<file path="config.mk">
export PLATFORM = sky130hd
export DESIGN_NAME = rv_exu_ctrl
export DESIGN_NICKNAME = d
export VERILOG_FILES = /design/src/sv/rv_exu_pkg.sv /design/src/sv/rv_exu_ctrl.sv
export SDC_FILE = /design/constraint.sdc
export NUM_CORES = 1
export LEC_CHECK = 0
export BUFFER_PORTS_ARGS = -buffer_cell sky130_fd_sc_hd__buf_2
export CORE_AREA = 2 2 39 41
export DETAILED_ROUTE_END_ITERATION = 8
export DIE_AREA = 0 0 41 43
export GPL_TIMING_DRIVEN = 1
export PLACE_DENSITY_LB_ADDON = 0.25
export SLEW_MARGIN = 10
export SYNTH_ARGS = -nofsm -noshare
export SYNTH_HDL_FRONTEND = slang
export SYNTH_SLANG_ARGS = --single-unit
export TNS_END_PERCENT = 100
</file>
<file path="constraint.sdc">
create_clock -name clk -period 2.39 [get_ports clk]
set_input_delay 0.239 -clock clk [delete_from_list [all_inputs] [get_ports clk]]
set_output_delay 0.239 -clock clk [all_outputs]
set_load 0.1 [all_outputs]
</file>
<file path="src/sv/rv_exu_pkg.sv">
// package: constants, opcodes, status codes, controller types for the execute unit
package rv_exu_pkg;

	localparam int MemBytes = 4096;
	localparam int MemAw = $clog2(MemBytes);
	localparam int MemWords = MemBytes / 4;
	localparam int WordAw = $clog2(MemWords);

	localparam logic [6:0] OP_REG = 7'd51;
	localparam logic [6:0] OP_IMM = 7'd19;
	localparam logic [6:0] OP_LOAD = 7'd3;
	localparam logic [6:0] OP_STORE = 7'd35;
	localparam logic [6:0] OP_BRANCH = 7'd99;
	localparam logic [6:0] OP_JAL = 7'd111;
	localparam logic [6:0] OP_LUI = 7'd55;
	localparam logic [6:0] OP_SYSTEM = 7'd115;

	localparam logic [2:0] ST_OK = 3'd0;
	localparam logic [2:0] ST_PRINT = 3'd1;
	localparam logic [2:0] ST_EXIT = 3'd2;
	localparam logic [2:0] ST_ILLEGAL = 3'd3;
	localparam logic [2:0] ST_BADADDR = 3'd4;
	localparam logic [2:0] ST_HALTED = 3'd5;

	typedef enum logic [2:0] {
		S_CLEAR,
		S_IDLE,
		S_READ,
		S_EXEC,
		S_DIV,
		S_MEM,
		S_OUT
	} exu_state_t;

	// controller to datapath
	typedef struct packed {
		logic clr_step;
		logic take;
		logic exec;
		logic div_start;
		logic div_step;
		logic mem_finish;
		logic out_load;
	} exu_cmd_t;

	// datapath to controller
	typedef struct packed {
		logic clr_done;
		logic need_div;
		logic need_mem;
		logic div_done;
	} exu_sts_t;

endpackage

</file>
<file path="src/sv/rv_exu_ctrl.sv">
// controller state machine for the execute unit
module rv_exu_ctrl (
	input  logic                   clk,
	input  logic                   arst_n,
	input  logic                   in_valid,
	output logic                   in_stall,
	input  logic                   out_valid,
	input  logic                   out_stall,
	input  rv_exu_pkg::exu_sts_t   sts,
	output rv_exu_pkg::exu_cmd_t   cmd
);
	import rv_exu_pkg::*;

	exu_state_t state_q, state_d;

	always_ff @(posedge clk or negedge arst_n) begin
		if (!arst_n) begin
			state_q <= S_CLEAR;
		end else begin
			state_q <= state_d;
		end
	end

	always_comb begin
		state_d = state_q;
		case (state_q)
			S_CLEAR: if (sts.clr_done) state_d = S_IDLE;
			S_IDLE:  if (in_valid) state_d = S_READ;
			S_READ:  state_d = S_EXEC;
			S_EXEC: begin
				if (sts.need_div) state_d = S_DIV;
				else if (sts.need_mem) state_d = S_MEM;
				else state_d = S_OUT;
			end
			S_DIV:   if (sts.div_done) state_d = S_OUT;
			S_MEM:   state_d = S_OUT;
			S_OUT:   if (!out_valid || !out_stall) state_d = S_IDLE;
			default: state_d = S_CLEAR;
		endcase
	end

	// the result holding registers are complete only once in S_OUT
	always_comb begin
		cmd = '0;
		in_stall = (state_q != S_IDLE);
		case (state_q)
			S_CLEAR: cmd.clr_step = 1'b1;
			S_IDLE:  cmd.take = in_valid;
			S_EXEC: begin
				cmd.exec = 1'b1;
				cmd.div_start = sts.need_div;
			end
			S_DIV:   cmd.div_step = 1'b1;
			S_MEM:   cmd.mem_finish = 1'b1;
			S_OUT:   cmd.out_load = !out_valid || !out_stall;
			default: cmd = '0;
		endcase
	end

`ifndef NO_ASSERTIONS
	a_no_take_busy: assert property (@(posedge clk) disable iff (!arst_n)
		cmd.take |-> state_q == S_IDLE)
		else $error("item taken while busy");
	a_read_follows: assert property (@(posedge clk) disable iff (!arst_n)
		cmd.take |=> state_q == S_READ)
		else $error("read did not follow take");
	a_div_ends: assert property (@(posedge clk) disable iff (!arst_n)
		(state_q == S_DIV && sts.div_done) |=> state_q != S_DIV)
		else $error("divider stuck");
`endif
endmodule

</file>
==> implementation parameters <==
Parameter                              Value

Timing
  Transition time of the tightest slew-check pin    0.489 ns
  Final Hold Slack    0.308 ns
  Setup repair after global routing missed its margin    false
  Headroom to the max-slew limit    between 60 and 70%
  Max Slew Vio Count    0
  Number of setup violations in the final report    0
  Hold Fails Final Rpt    0
  Setup TNS    0 ns
  Maximum achievable frequency    0.511 GHz
  Maximum clock skew at final layout    roughly 0.0016 ns
  Time the final worst path needs with I/O delays and setup    1.96 ns
  Share of the clock period used by the worst path    ~82%

Global routing
  Busiest layer in global routing    met2
  GRT met2 Usage    a little over a tenth
  GR met3 Demand/Resource    ~3.1%
  Aggregate global-route resource usage    approximately 8.5%
  Number of antenna violations at the first check in global routing    0
  Pin count of the biggest net entering global routing    14
  Global-route wire length before repair    924 um
  Overflow after GRT    0
  Vias in the first global route    about 240
  Global-route track usage on met1    9.09%

Clock network
  CTS Sinks    3
  Number of buffers added by the clock tree synthesis step    3
  Master cell of the clock root buffer    clkbuf_4
  Clock buffer depth    2
  Insertion delay to the later sink of the worst-skew pair    about 0.23 ns
  Number of H-tree branching levels    1
  Clock transition at path regs    roughly 0.040 ns
  Post-CTS setup repair buffer count    0
  CTS tree    built

Placement
  Placed cell count    60
  Sum of net half-perimeters after detailed placement    ~450 um
  Final Wtd Congestion    0.642
  Post-place instance area    between 300 and 400 um^2
  Port Buf Inserts    16

Run status
  Run status    finished, final reports clean

Route
  Detailed Route Iter0 Violations    5
  Final wirelength    between 500 and 600 um
  TritonRoute pass-1 iters    2
  Count of antenna-violating nets left after detailed routing    0
  Vias    ~270
  WL/cell    between 9 and 10 um
  Vias per Instance    about 4
  Residual DRC    0

Yosys
  Largest area contributor in the netlist    dfrtp_1
  Biggest area contributors in the synthesized netlist    dfrtp_1, buf_6, and3b_2, nand2_1, nor2_1
  Number of warnings issued by yosys    0
  Synthesized instance count    31
  Number of nets produced by synthesis    40
  Fraction of post-synthesis cell area in the top cell type by area    slightly below 30%
  Mapped cell area    between 200 and 300 um^2
  Number of synthesized register bits    3
  Portion of the post-synthesis area used by sequential elements    between 20% and 30%
  Unique masters post-synth    19
  Mapped Avg Cell Area    8.23 um^2

Setup path
  Reg-to-reg setup timing slack    about 1.2 ns
  Critical setup path kind    reg -> out
  Critical Path Sink Type    output port
  Element type at the critical path start    register
  Sequence of cells on the critical path    or3b_1 > nor2_2 > buf_2
  Biggest cell delay along the critical path    between 0.5 and 0.6 ns
  Maximum net fanout on the critical path    12
  Arrival time of the worst setup path    between 1.5 and 2 ns
  Worst-path cell with the longest stage delay    dfrtp_1
  Required arrival time at the worst endpoint    2.15 ns

Layout
  Total of fill cells in the finished design    159
  Largest registers    state_q x3
  Non-Filler Cell Area, Final    between 300 and 400 um^2
  Max FFs per register    3
  Register name with the most flops    state_q
  Area of the multi-input gates    164 um^2
  Final standard cell count with taps included and fillers excluded    65
  Antenna diodes    0
  Area added between synthesis and finish    48.5%
  Fraction of layout instances using a drive strength above 1    around 53%
  Final net count    59
  Storage cell area    75.1 um^2

Floorplanning
  Die Area    1760 um^2
  Placement row count    14
  Core outline area    roughly 1400 um^2
  Die span in y    43 um
  Die extent in x    just over 40 um
  Number of top-level pins    17
  Initial core utilization    about 18%

Job
  Count of max-cap constraint violations    0

Worst hold path
  Hold WC Path Type    in -> reg
cells in the final DEF (no fill, tap or decap), types with 2 or more instances in the layout:
master / synthesis / final
clkbuf_4: 0 / 3
nand2_1: 4 / 4
nor2_1: 4 / 3
and3b_2: 2 / 2
buf_2: 0 / 16
dfrtp_1: 3 / 3
nor3b_2: 0 / 2
final timing paths:
path                                             start                endpoint  cells after the start
worst max-delay path            state_q[0]$_DFFE_PN0P_                  cmd[5]                      3
worst min-delay path                            sts[1]  state_q[0]$_DFFE_PN0P_                      3
worst max register to register  state_q[0]$_DFFE_PN0P_  state_q[0]$_DFFE_PN0P_                      3
worst min register to register  state_q[1]$_DFFE_PN0P_  state_q[0]$_DFFE_PN0P_                      2
max in group asynchronous                       arst_n  state_q[0]$_DFFE_PN0P_                      2
min in group asynchronous                       arst_n  state_q[2]$_DFFE_PN0P_                      2
cell families after synthesis:
group | Yosys count | synth area share [%]
and+or+nand+nor | 17 | 37.3
DFF | 3 | 29.4
buffers and inverters | 4 | 13.2
AOI/OAI and AO/OA | 7 | 20.1
per-layer routing:
| metal | wire [um] | part of all wire (%) |
|---|---|---|
| met3 | 35 | 6.0 |
| met4 | 14 | 2.4 |
| met2 | 286 | 49 |
| met5 | 0 | 0 |
| met1 | 252 | 43 |
Yosys cell counts:
cell / number
a31o_2: 1
or3b_1: 1
and3b_2: 2
buf_6: 2
a32oi_1: 1
inv_1: 1
nor3b_1: 2
a21o_1: 1
a211o_1: 1
and2_1: 1
nor2_1: 4
dfrtp_1: 3
nor3_1: 2
o21ai_0: 1
nand2_1: 4
a21oi_1: 1
buf_4: 1
o31ai_1: 1
nand3_1: 1
critical path: cells and delay by family, from the launching register on:
kind / cells / cell delay (ns)
and+or+nand+nor: 2 / 0.50
buffers and inverters: 1 / 0.42
DFF: 1 / 0.56
metrics by stage:
stage,worst slack (ns),util (%)
4_1_cts,0.413,27.4
3_5_place_dp,0.668,24.8
3_3_place_gp,0.700,24.8
2_1_floorplan,0.0288,-
5_1_grt,0.343,27.4
6_report,0.434,27.4
timing repair:
action / in CTS / in global routing
endpoints found under the setup margin: 0 / 0
gates resized for setup: 0 / 0
hold buffers: 1 / 0
hold endpoints to repair: 3 / 0
final cells by class:
type	instances	share of cell area (%)
Clock buffer	4	6.93
Timing Repair Buffer	17	23.8
Tap cell	16	5.28
Inverter	1	0.990
Sequential cell	3	19.8
Multi-Input combinational cell	24	43.2
Power is left out: the tool's default activity adds up to more than one toggle a clock period on the data nets, which glitch-free logic cannot reach.
